`config.mk`:
```
export PLATFORM = sky130hd
export DESIGN_NAME = tcp_option_spa_finder
export DESIGN_NICKNAME = d
export VERILOG_FILES = /design/src/rtl/spf_pkg.sv /design/src/rtl/spf_in_stage.sv /design/src/rtl/spf_parser.sv /design/src/rtl/tcp_option_spa_finder.sv
export SDC_FILE = /design/constraint.sdc
export NUM_CORES = 1
export LEC_CHECK = 0
export ABC_AREA = 1
export BUFFER_PORTS_ARGS = -buffer_cell sky130_fd_sc_hd__buf_2
export CAP_MARGIN = 20
export CELL_PAD_IN_SITES_DETAIL_PLACEMENT = 0
export CELL_PAD_IN_SITES_GLOBAL_PLACEMENT = 2
export CORE_UTILIZATION = 34
export DETAILED_ROUTE_END_ITERATION = 8
export PLACE_DENSITY_LB_ADDON = 0.2
export SLEW_MARGIN = 20
export SYNTH_ARGS = -nofsm -noshare
export SYNTH_HDL_FRONTEND = slang
export SYNTH_SLANG_ARGS = --single-unit
```
`constraint.sdc`:
```
create_clock -name aclk -period 1.9 [get_ports aclk]
set_input_delay 0.095 -clock aclk [delete_from_list [all_inputs] [get_ports aclk]]
set_output_delay 0.095 -clock aclk [all_outputs]
set_load 0.02 [all_outputs]
```
`src/rtl/spf_pkg.sv`:
```
// shared types and constants for the tcp option spa finder
`timescale 1ns / 1ps
`default_nettype none

package spf_pkg;

    localparam logic [7:0] KIND_SPA = 8'd253;
    localparam logic [7:0] KIND_NOP = 8'd1;
    localparam logic [7:0] KIND_EOL = 8'd0;

    localparam int OFFSET_W = 6;
    localparam int SKIP_W   = 8;

    typedef enum logic [1:0] {
        MODE_KIND = 2'd0,
        MODE_LEN  = 2'd1,
        MODE_SKIP = 2'd2,
        MODE_DONE = 2'd3
    } mode_t;

    typedef enum logic [1:0] {
        ST_FOUND   = 2'd0,
        ST_EOL     = 2'd1,
        ST_NOBYTES = 2'd2,
        ST_LIMIT   = 2'd3
    } status_t;

    typedef struct packed {
        logic       valid;
        logic [7:0] opt_byte;
        logic       last;
        logic       area_empty;
    } item_t;

endpackage

`default_nettype wire

```
`src/rtl/spf_in_stage.sv`:
```
// input register stage for option bytes
`timescale 1ns / 1ps
`default_nettype none

module spf_in_stage (
    input  wire               aclk,
    input  wire               aresetn,
    input  wire               s_tvalid,
    output logic              s_tready,
    input  wire  [7:0]        s_tdata,
    input  wire               s_tlast,
    input  wire               s_tuser,
    input  wire               consume,
    output spf_pkg::item_t    item
);
    import spf_pkg::*;

    logic       valid_reg, valid_next;
    logic [7:0] byte_reg;
    logic       last_reg;
    logic       empty_reg;
    logic       load;

    assign s_tready = !valid_reg || consume;
    assign load     = s_tvalid && s_tready;

    always_comb begin
        valid_next = valid_reg;
        if (load) begin
            valid_next = 1'b1;
        end else if (consume) begin
            valid_next = 1'b0;
        end
    end

    always_ff @(posedge aclk) begin
        if (!aresetn) begin
            valid_reg <= 1'b0;
        end else begin
            valid_reg <= valid_next;
        end
    end

    always_ff @(posedge aclk) begin
        if (load) begin
            byte_reg  <= s_tdata;
            last_reg  <= s_tlast;
            empty_reg <= s_tuser;
        end
    end

    assign item = '{valid: valid_reg, opt_byte: byte_reg, last: last_reg,
                    area_empty: empty_reg};

endmodule

`default_nettype wire

```
`src/rtl/spf_parser.sv`:
```
// option walk state and result register
`timescale 1ns / 1ps
`default_nettype none

module spf_parser #(
    parameter int MAX_OPTIONS   = 16,
    parameter int SPA_OPT_BYTES = 16,
    parameter int AREA_BYTES    = 40
) (
    input  wire               aclk,
    input  wire               aresetn,
    input  spf_pkg::item_t    item,
    output logic              consume,
    output logic              m_tvalid,
    input  wire               m_tready,
    output logic [15:0]       m_tdata   // found, spa_offset[5:0], status[1:0], zero pad
);
    import spf_pkg::*;

    localparam int CNT_W = $clog2(MAX_OPTIONS + 1);
    localparam int POS_W = $clog2(AREA_BYTES + 1);

    mode_t               mode_reg, mode_next;
    logic [SKIP_W-1:0]   skip_reg, skip_next;
    logic [CNT_W-1:0]    cnt_reg, cnt_next;
    logic [POS_W-1:0]    pos_reg, pos_next;
    logic [POS_W-1:0]    off_reg, off_next;
    status_t             hst_reg, hst_next;

    logic                m_valid_reg, m_valid_next;
    logic [15:0]         m_data_reg;

    logic                out_free;
    logic                emit;
    status_t             res_status;
    logic [15:0]         res_data;
    logic                cnt_full;
    logic                cnt_full_next;

    assign out_free = !m_valid_reg || m_tready;
    assign consume  = item.valid && out_free;
    assign cnt_full = cnt_reg >= CNT_W'(MAX_OPTIONS);

    // next state of the option walk
    always_comb begin
        mode_next = mode_reg;
        skip_next = skip_reg;
        cnt_next  = cnt_reg;
        pos_next  = pos_reg;
        off_next  = off_reg;
        hst_next  = hst_reg;
        if (pos_reg < POS_W'(AREA_BYTES)) begin
            pos_next = pos_reg + 1'b1;
            unique case (mode_reg)
                MODE_KIND: begin
                    if (cnt_full) begin
                        mode_next = MODE_DONE;
                        hst_next  = ST_LIMIT;
                        skip_next = '0;
                    end else begin
                        cnt_next = cnt_reg + 1'b1;
                        if (item.opt_byte == KIND_SPA) begin
                            off_next  = pos_reg;
                            mode_next = MODE_DONE;
                            skip_next = SKIP_W'(SPA_OPT_BYTES - 1);
                            hst_next  = (SPA_OPT_BYTES == 1) ? ST_FOUND : ST_NOBYTES;
                        end else if (item.opt_byte == KIND_NOP) begin
                            mode_next = MODE_KIND;
                        end else if (item.opt_byte == KIND_EOL) begin
                            mode_next = MODE_DONE;
                            hst_next  = ST_EOL;
                            skip_next = '0;
                        end else if (item.last) begin
                            mode_next = MODE_DONE;
                            hst_next  = ST_NOBYTES;
                            skip_next = '0;
                        end else begin
                            mode_next = MODE_LEN;
                        end
                    end
                end
                MODE_LEN: begin
                    if (item.opt_byte == 8'd0) begin
                        mode_next = MODE_DONE;
                        hst_next  = ST_LIMIT;
                        skip_next = '0;
                    end else if (item.opt_byte == 8'd1) begin
                        if (cnt_full) begin
                            mode_next = MODE_DONE;
                            hst_next  = ST_LIMIT;
                            skip_next = '0;
                        end else begin
                            cnt_next  = cnt_reg + 1'b1;
                            mode_next = MODE_KIND;
                        end
                    end else begin
                        skip_next = item.opt_byte - 8'd2;
                        mode_next = (item.opt_byte == 8'd2) ? MODE_KIND : MODE_SKIP;
                    end
                end
                MODE_SKIP: begin
                    if (skip_reg > 1) begin
                        skip_next = skip_reg - 1'b1;
                    end else begin
                        skip_next = '0;
                        mode_next = MODE_KIND;
                    end
                end
                MODE_DONE: begin
                    if (skip_reg != '0) begin
                        skip_next = skip_reg - 1'b1;
                        if (skip_reg == SKIP_W'(1)) begin
                            hst_next = ST_FOUND;
                        end
                    end
                end
                default: begin
                    mode_next = MODE_KIND;
                end
            endcase
        end
    end

    assign cnt_full_next = cnt_next >= CNT_W'(MAX_OPTIONS);

    // result of the transfer, if any
    always_comb begin
        emit       = item.area_empty || item.last;
        res_status = ST_NOBYTES;
        if (!item.area_empty) begin
            if (mode_next == MODE_DONE) begin
                res_status = hst_next;
            end else if (mode_next == MODE_LEN) begin
                res_status = ST_NOBYTES;
            end else begin
                res_status = cnt_full_next ? ST_LIMIT : ST_NOBYTES;
            end
        end
        res_data       = '0;
        res_data[0]    = (res_status == ST_FOUND);
        res_data[6:1]  = (res_status == ST_FOUND) ? OFFSET_W'(off_next) : '0;
        res_data[8:7]  = res_status;
    end

    always_comb begin
        m_valid_next = m_valid_reg;
        if (m_tready) begin
            m_valid_next = 1'b0;
        end
        if (consume && emit) begin
            m_valid_next = 1'b1;
        end
    end

    always_ff @(posedge aclk) begin
        if (!aresetn) begin
            mode_reg    <= MODE_KIND;
            skip_reg    <= '0;
            cnt_reg     <= '0;
            pos_reg     <= '0;
            off_reg     <= '0;
            hst_reg     <= ST_NOBYTES;
            m_valid_reg <= 1'b0;
        end else begin
            m_valid_reg <= m_valid_next;
            if (consume) begin
                if (emit) begin
                    mode_reg <= MODE_KIND;
                    skip_reg <= '0;
                    cnt_reg  <= '0;
                    pos_reg  <= '0;
                    off_reg  <= '0;
                    hst_reg  <= ST_NOBYTES;
                end else begin
                    mode_reg <= mode_next;
                    skip_reg <= skip_next;
                    cnt_reg  <= cnt_next;
                    pos_reg  <= pos_next;
                    off_reg  <= off_next;
                    hst_reg  <= hst_next;
                end
            end
        end
    end

    always_ff @(posedge aclk) begin
        if (consume && emit) begin
            m_data_reg <= res_data;
        end
    end

    assign m_tvalid = m_valid_reg;
    assign m_tdata  = m_data_reg;

endmodule

`default_nettype wire

```
`src/rtl/tcp_option_spa_finder.sv`:
```
// top level of the tcp option spa finder
`timescale 1ns / 1ps
`default_nettype none

// Takes the TCP option area one byte per transfer (tlast on the final byte,
// tuser for an empty area) and returns one result per area: found flag, byte
// offset of a complete kind 253 option and a status (found, end of list, out
// of bytes, option limit). One byte is taken every cycle while the output is
// not stalled; the per-byte update of the option walk lies between the input
// register and the result register, so m_tvalid rises once the last byte has
// passed from the input register through the option walk and the result has
// been loaded into the result register.
module tcp_option_spa_finder #(
    parameter int MAX_OPTIONS   = 16,
    parameter int SPA_OPT_BYTES = 16,
    parameter int AREA_BYTES    = 40
) (
    input  wire         aclk,
    input  wire         aresetn,
    input  wire         s_tvalid,
    output logic        s_tready,
    input  wire  [7:0]  s_tdata,    // opt_byte[7:0]
    input  wire         s_tlast,
    input  wire         s_tuser,    // area_empty
    output logic        m_tvalid,
    input  wire         m_tready,
    output logic [15:0] m_tdata     // found, spa_offset[5:0], status[1:0], zero pad
);
    import spf_pkg::*;

    item_t item;
    logic  consume;

    spf_in_stage u_in_stage (
        .aclk     (aclk),
        .aresetn  (aresetn),
        .s_tvalid (s_tvalid),
        .s_tready (s_tready),
        .s_tdata  (s_tdata),
        .s_tlast  (s_tlast),
        .s_tuser  (s_tuser),
        .consume  (consume),
        .item     (item)
    );

    spf_parser #(
        .MAX_OPTIONS   (MAX_OPTIONS),
        .SPA_OPT_BYTES (SPA_OPT_BYTES),
        .AREA_BYTES    (AREA_BYTES)
    ) u_parser (
        .aclk     (aclk),
        .aresetn  (aresetn),
        .item     (item),
        .consume  (consume),
        .m_tvalid (m_tvalid),
        .m_tready (m_tready),
        .m_tdata  (m_tdata)
    );

endmodule

`default_nettype wire

```
* Word level (Yosys, flattened, before mapping)
Cells that the tools add are included.
W data, S select, Z words.
** Operators by class
- $add $sub $neg :: 4
- $lt $le $gt $ge :: 4
- Equality and inequality tests :: 13
- Mux-type cells :: 60
- Reductions and logical operators :: 17
** Operators by type and width (count)
- $mux W8 :: 12
- $mux W2 :: 27
- $mux W6 :: 7
- $pmux W8 S4 :: 1
- $mux W5 :: 5
- $eq A8 B1 Y1 const B :: 2
- $pmux W2 S3 :: 2
- $ge A5 B5 Y1 const B :: 2
- $ne A5 B2 Y1 const B :: 2
- $pmux W5 S2 :: 1
- $eq A8 B2 Y1 const B :: 1
- $eq A8 B8 Y1 const B :: 1
- $gt A8 B1 Y1 const B :: 1
- $logic_not A8 Y1 :: 1
- $reduce_bool A8 Y1 :: 1
- $sub A8 B1 Y8 const B :: 1
- $sub A8 B2 Y8 const B :: 1
- $add A6 B1 Y6 const B :: 1
- $eq A2 B2 Y1 const B :: 3
- $lt A6 B6 Y1 const B :: 1
- $ne A6 B2 Y1 const B :: 1
- $reduce_and A6 Y1 :: 1
- $reduce_bool A2 Y1 :: 3
- $add A5 B1 Y5 const B :: 1
- 8 further kinds :: 19
** Storage, ports and cells
- Register bits after elaboration :: 50
- Input port bits :: 14

* Longest topological paths before layout
- Depth in word-level cells :: 12
- Mapped depth :: 15

* Cells and area by module
Synthesis repeated with hierarchy kept, for this count alone.
** Second synthesis, totals
- Cell total of the unflattened synthesis :: 390
- Area, all modules :: 3006.6 µm²
** By module, submodules not included
- spf_parser :: times used 1, cells each 370, area each 2632.5 µm², seq. area each 870.8 µm²
- spf_in_stage :: times used 1, cells each 20, area each 374.1 µm², seq. area each 320.3 µm²

* Worst setup path after synthesis
No wires, ideal clock.
- Path kind :: register to register
- From :: register u_parser.m_valid_reg (netlist: u_parser.m_tvalid)
- To :: register u_parser.skip_reg[5]
- Arrival time :: 1702 ps
- Required time :: 1770 ps
- Slack :: 68 ps
- Cell stages (with the launch flop) :: 11
- Cells stage by stage :: dfxtp_1 nand2_1 nand2_1 buf_2 nor2_1 inv_1 nand2_2 buf_6 nand2_1 o21ai_1 nor2_1
** Between the ends
- Longest elaborated chain between the ends :: 4
** RTL lines
- start, declared :: line spf_parser.sv:30 : logic m_valid_reg, m_valid_next;
- start signal, assigned :: line spf_parser.sv:165 : m_valid_reg <= m_valid_next;
- $logic_not A1 Y1 :: line spf_parser.sv:40 : assign out_free = !m_valid_reg || m_tready;
- $logic_or A1 B1 Y1 :: line spf_parser.sv:40
- $logic_and A1 B1 Y1 :: line spf_parser.sv:41 : assign consume = item.valid && out_free;
- $reduce_and A6 Y1 (no source line)
- end signal, assigned :: line spf_parser.sv:176 : skip_reg <= skip_next;
- end, declared :: line spf_parser.sv:24 : logic [SKIP_W-1:0] skip_reg, skip_next;
No other way between the ends.
A chain may end at the register's enable or synchronous reset.

* Worst setup path after layout
- From :: register u_in_stage.byte_reg[1]
- To :: register u_parser.m_data_reg[6] (netlist: u_parser.m_tdata[6]) (data pin)
** Between the ends
- Longest elaborated chain between the ends :: 12
** RTL lines
- start, declared :: line spf_in_stage.sv:19 : logic [7:0] byte_reg;
- start signal, assigned :: line spf_in_stage.sv:46 : byte_reg <= s_tdata;
- parallel branches: the longest is 12 deep, another holds $ge A5 B5 Y1
- end signal, assigned :: line spf_parser.sv:188 : m_data_reg <= res_data;
- end, declared :: line spf_parser.sv:31 : logic [15:0] m_data_reg;
Several ways; the timed one is not identified.

==> impl_results.md <==
* Post-synth ARST share at 0%
* Status: complete, no violations
* Final estimated routing congestion in global placement at 0.8045
* Worst path top cell family by delay: simple AND/OR/NAND/NOR gates
* First-pass GRT wire length at 12830 um
* Routed WL at 7766 um
* Cell Area, Synth at 0.002948 mm2
* Fill cell count at 849
* Antenna diode instance count at 0
* CTS tree: yes
* Yosys warns at 0
* Max Clock Freq at 0.5310 GHz
* Num CTS Buffers at 5
* Hold Path Class: primary input to register
* NetSw at 0.0007238 W
* Initial antenna violation count at 0
* Remaining antenna violation count at 0
* Worst Setup Path Type: register to register
* Pre-CTS WS at -0.01630 ns
* Final worst path period share at 99.11%
* Seq pwr share at 50.9%
* Setup crit start kind: register
* Clock transition at path regs at 0.11 ns
* Number of flip-flops in the largest register at 9
* Worst Path Required at 2.09 ns
* Die Y at 95.12 um
* Worst reg-to-reg setup slack at 0.02 ns
* DRT iter0 DRCs at 122
* Die Span X at 95.12 um
* Post-Synth Simple-Gate Area at 29.12%
* Via/cell ratio at 4.689
* Slowest CP cell: edfxtp_1
* Routed vias at 2696
* Compound-gate portion of the synthesized area at 13.24%
* Total Routing Usage GR at 18.65%
* Power Density at 601.1 mW/mm2
* CP Capture Type: register
* Data arrival, critical path at 2.07 ns
* Final hold vios at 0
* Maximum number of pins on one net before global-route repair at 22
* Net Sw Frac at 31.00%
* Grt total ovfl at 0
* RSZ-0062 raised after global routing: yes
* Worst Path Buf+Inv at 1
* Clock Sink Count at 50
* Leakage power total at 1.606 nW
* Internal power at 0.001611 W
* Setup violations, final at 0
* # rows at 33
* Setup Skew at 0.008265 ns
* Maximum vdd drop at 0.0003006 V
* Dpl hpwl at 5687 um
* Largest family of logic cells by synthesized area: simple AND/OR/NAND/NOR gates
* Clk_lat worst skew at 0.32 ns
* Adder-cell share of the synthesized area at 2.971%
* MaxCap Viol Count at 0
* Crit-path max cell delay at 0.42 ns
* Average wire per standard cell at 13.51 um
* Clock Tree Buf Depth at 2
* Number of port buffers at 24
* Die ar. at 0.009047 mm2
* XOR/XNOR Fraction of Synth Area at 3.565%
* IO Count at 32
* Vias in the first global route at 2558
* DRC viols at 0
* Yosys cell types at 38
* Crit path time final at 1.883 ns
* Prevailing post-synth register cell: dfxtp_1
* Mux share of post-synthesis cell area at 0.3396%
* Clock share of power at 30.1%
* Share of post-route cells with drive strength above 1 at 32.77%
* Final Max Tran Viols at 0
* TNS Setup at 0 ns
* Synth-to-Final Area Change at 31.79%
* CTS Root Cell: clkbuf_8
* Final worst slack at 0.01684 ns
* Core Footprint at 0.008299 mm2
* Hold_ws at 0.04176 ns
* Pre-antenna DRT Iters at 4
* Seq cells post-synth at 50
* Finished Core Util at 46.81%
* Synth Instances at 397
* Critical path fanouts, max at 7
* Comb power frac at 19.0%
* Sequential area share after synthesis at 40.41%
* H-tree depth at 2
* Syn avg cell area at 7.425 um2
* EDFF count, synth at 19
* Starting Density at 35.52%
* Final Net Count at 490
* Cell Chain, Critical Path: inv_2 -> nand2_2 -> nor2_4 -> nand2_4 -> nand2_4 -> nand2_2 -> nand2_1 -> nand2_1 -> nand2_1 -> nand2_1 -> nand2_2 -> nand2_2 -> nor2_4 -> nand3_4 -> nor2_2
[worst paths after layout]
kind,depth (start not counted),to,from
hold / removal,3,u_in_stage.valid_reg$_SDFFE_PN0P_,s_tvalid
hold reg to reg,2,u_parser.hst_reg[0]$_SDFFE_PN0P_,u_parser.hst_reg[0]$_SDFFE_PN0P_
setup / recovery,15,u_parser.m_tdata[6]$_SDFFCE_PP0P_,u_in_stage.byte_reg[1]$_DFFE_PP_
setup reg to reg,15,u_parser.m_tdata[6]$_SDFFCE_PP0P_,u_in_stage.byte_reg[1]$_DFFE_PP_
[power by group through the flow]
stage	clock network (W)	registers, W	logic, W
final	0.000703	0.00119	0.000444
after global routing	0.000775	0.00120	0.000498
after CTS	0.000720	0.00118	0.000388
after detailed placement	0	0.00121	0.000361
after global placement	0	0.00121	0.000362
after floorplan	0	0.00122	0.000237
[cells in the final DEF (no fill, tap or decap), types with 6 or more instances in the layout]
cell type	count
nand2_1	77
dlygate4sd3_1	10
nand2_2	17
inv_1	46
inv_2	6
dfxtp_1	29
conb_1	7
o21ai_2	12
ha_1	7
buf_4	36
nor2_4	8
nor2_2	10
edfxtp_1	19
nor3_1	6
or2_1	6
buf_2	24
xor2_1	9
a21oi_1	15
nand3_1	11
a21oi_2	9
nor2_1	40
o21ai_0	7
[metal layers]
layer,up-vias,GRT usage (%),part of all wire [%]
met3,5,2.951,2.4
met2,34,27.50,42
met5,-,0,0
met4,0,4.167,0.85
li1,1414,-,-
met1,1243,28.20,55
[metrics by stage]
| step | total power, W | cells | cell area (um2) |
|---|---|---|---|
| 6_report | 0.002335 | 575 | 3885 |
| 3_5_place_dp | 0.001569 | 547 | 3353 |
| 2_1_floorplan | 0.001455 | 403 | 2970 |
| 4_1_cts | 0.002292 | 569 | 3603 |
| 3_3_place_gp | 0.001570 | 547 | 3353 |
| 5_1_grt | 0.002468 | 575 | 3885 |
[worst min-delay path, delay by kind of cell]
kind / cells / cell delay, ns
AO/OA/AOI/OAI: 1 / 0.06
buffers and inverters: 1 / 0.09
AND/OR/NAND/NOR: 1 / 0.07
[cell type report]
| class | count | area [um2] | share of cell area [%] |
|---|---|---|---|
| Multi-Input combinational cell | 286 | 1733 | 44.61 |
| Sequential cell | 50 | 1194 | 30.72 |
| Timing Repair Buffer | 72 | 521.8 | 13.43 |
| Inverter | 54 | 207.7 | 5.346 |
| Tap cell | 105 | 131.4 | 3.382 |
| Clock buffer | 5 | 68.82 | 1.771 |
| Clock inverter | 3 | 28.78 | 0.7407 |
[cells by family after synthesis]
| family | Yosys count |
|---|---|
| AO/OA/AOI/OAI | 61 |
| XOR/XNOR | 12 |
| adder cells (fa/ha/maj) | 7 |
| buffers and inverters | 68 |
| flip-flops | 50 |
| multiplexers | 1 |
| other | 1 |
| AND/OR/NAND/NOR | 197 |
[cells in the mapped netlist, types with 2 or more instances]
master,count,area share [%]
nand2_1,97,12
nor2_1,53,6.7
inv_1,50,6.4
dfxtp_1,31,21
edfxtp_1,19,19
a21oi_1,18,3.1
nand3_1,15,2.5
o21ai_0,15,2.5
xor2_1,9,2.7
buf_4,8,2.0
ha_1,7,3.0
or2_1,7,1.5
a21oi_2,6,1.8
nor3_1,6,1.0
o21ai_2,6,1.8
a211oi_1,5,1.3
nand4_1,5,1.1
o22ai_1,5,1.1
inv_2,4,0.51
nor2_2,4,0.85
clkbuf_1,3,0.38
nand2_2,3,0.64
nand3_2,3,1.0
xnor2_1,3,0.89
buf_6,2,0.76
[timing repair]
item	4_1_cts	5_1_grt
endpoints found under the hold margin	10	0
setup endpoints to repair	7	23
resized for setup	7	76
gates cloned	0	1
setup buffers	4	5
pin swaps	5	24
hold buffers	10	0
No activity file was read; power rests on OpenSTA's default activity.
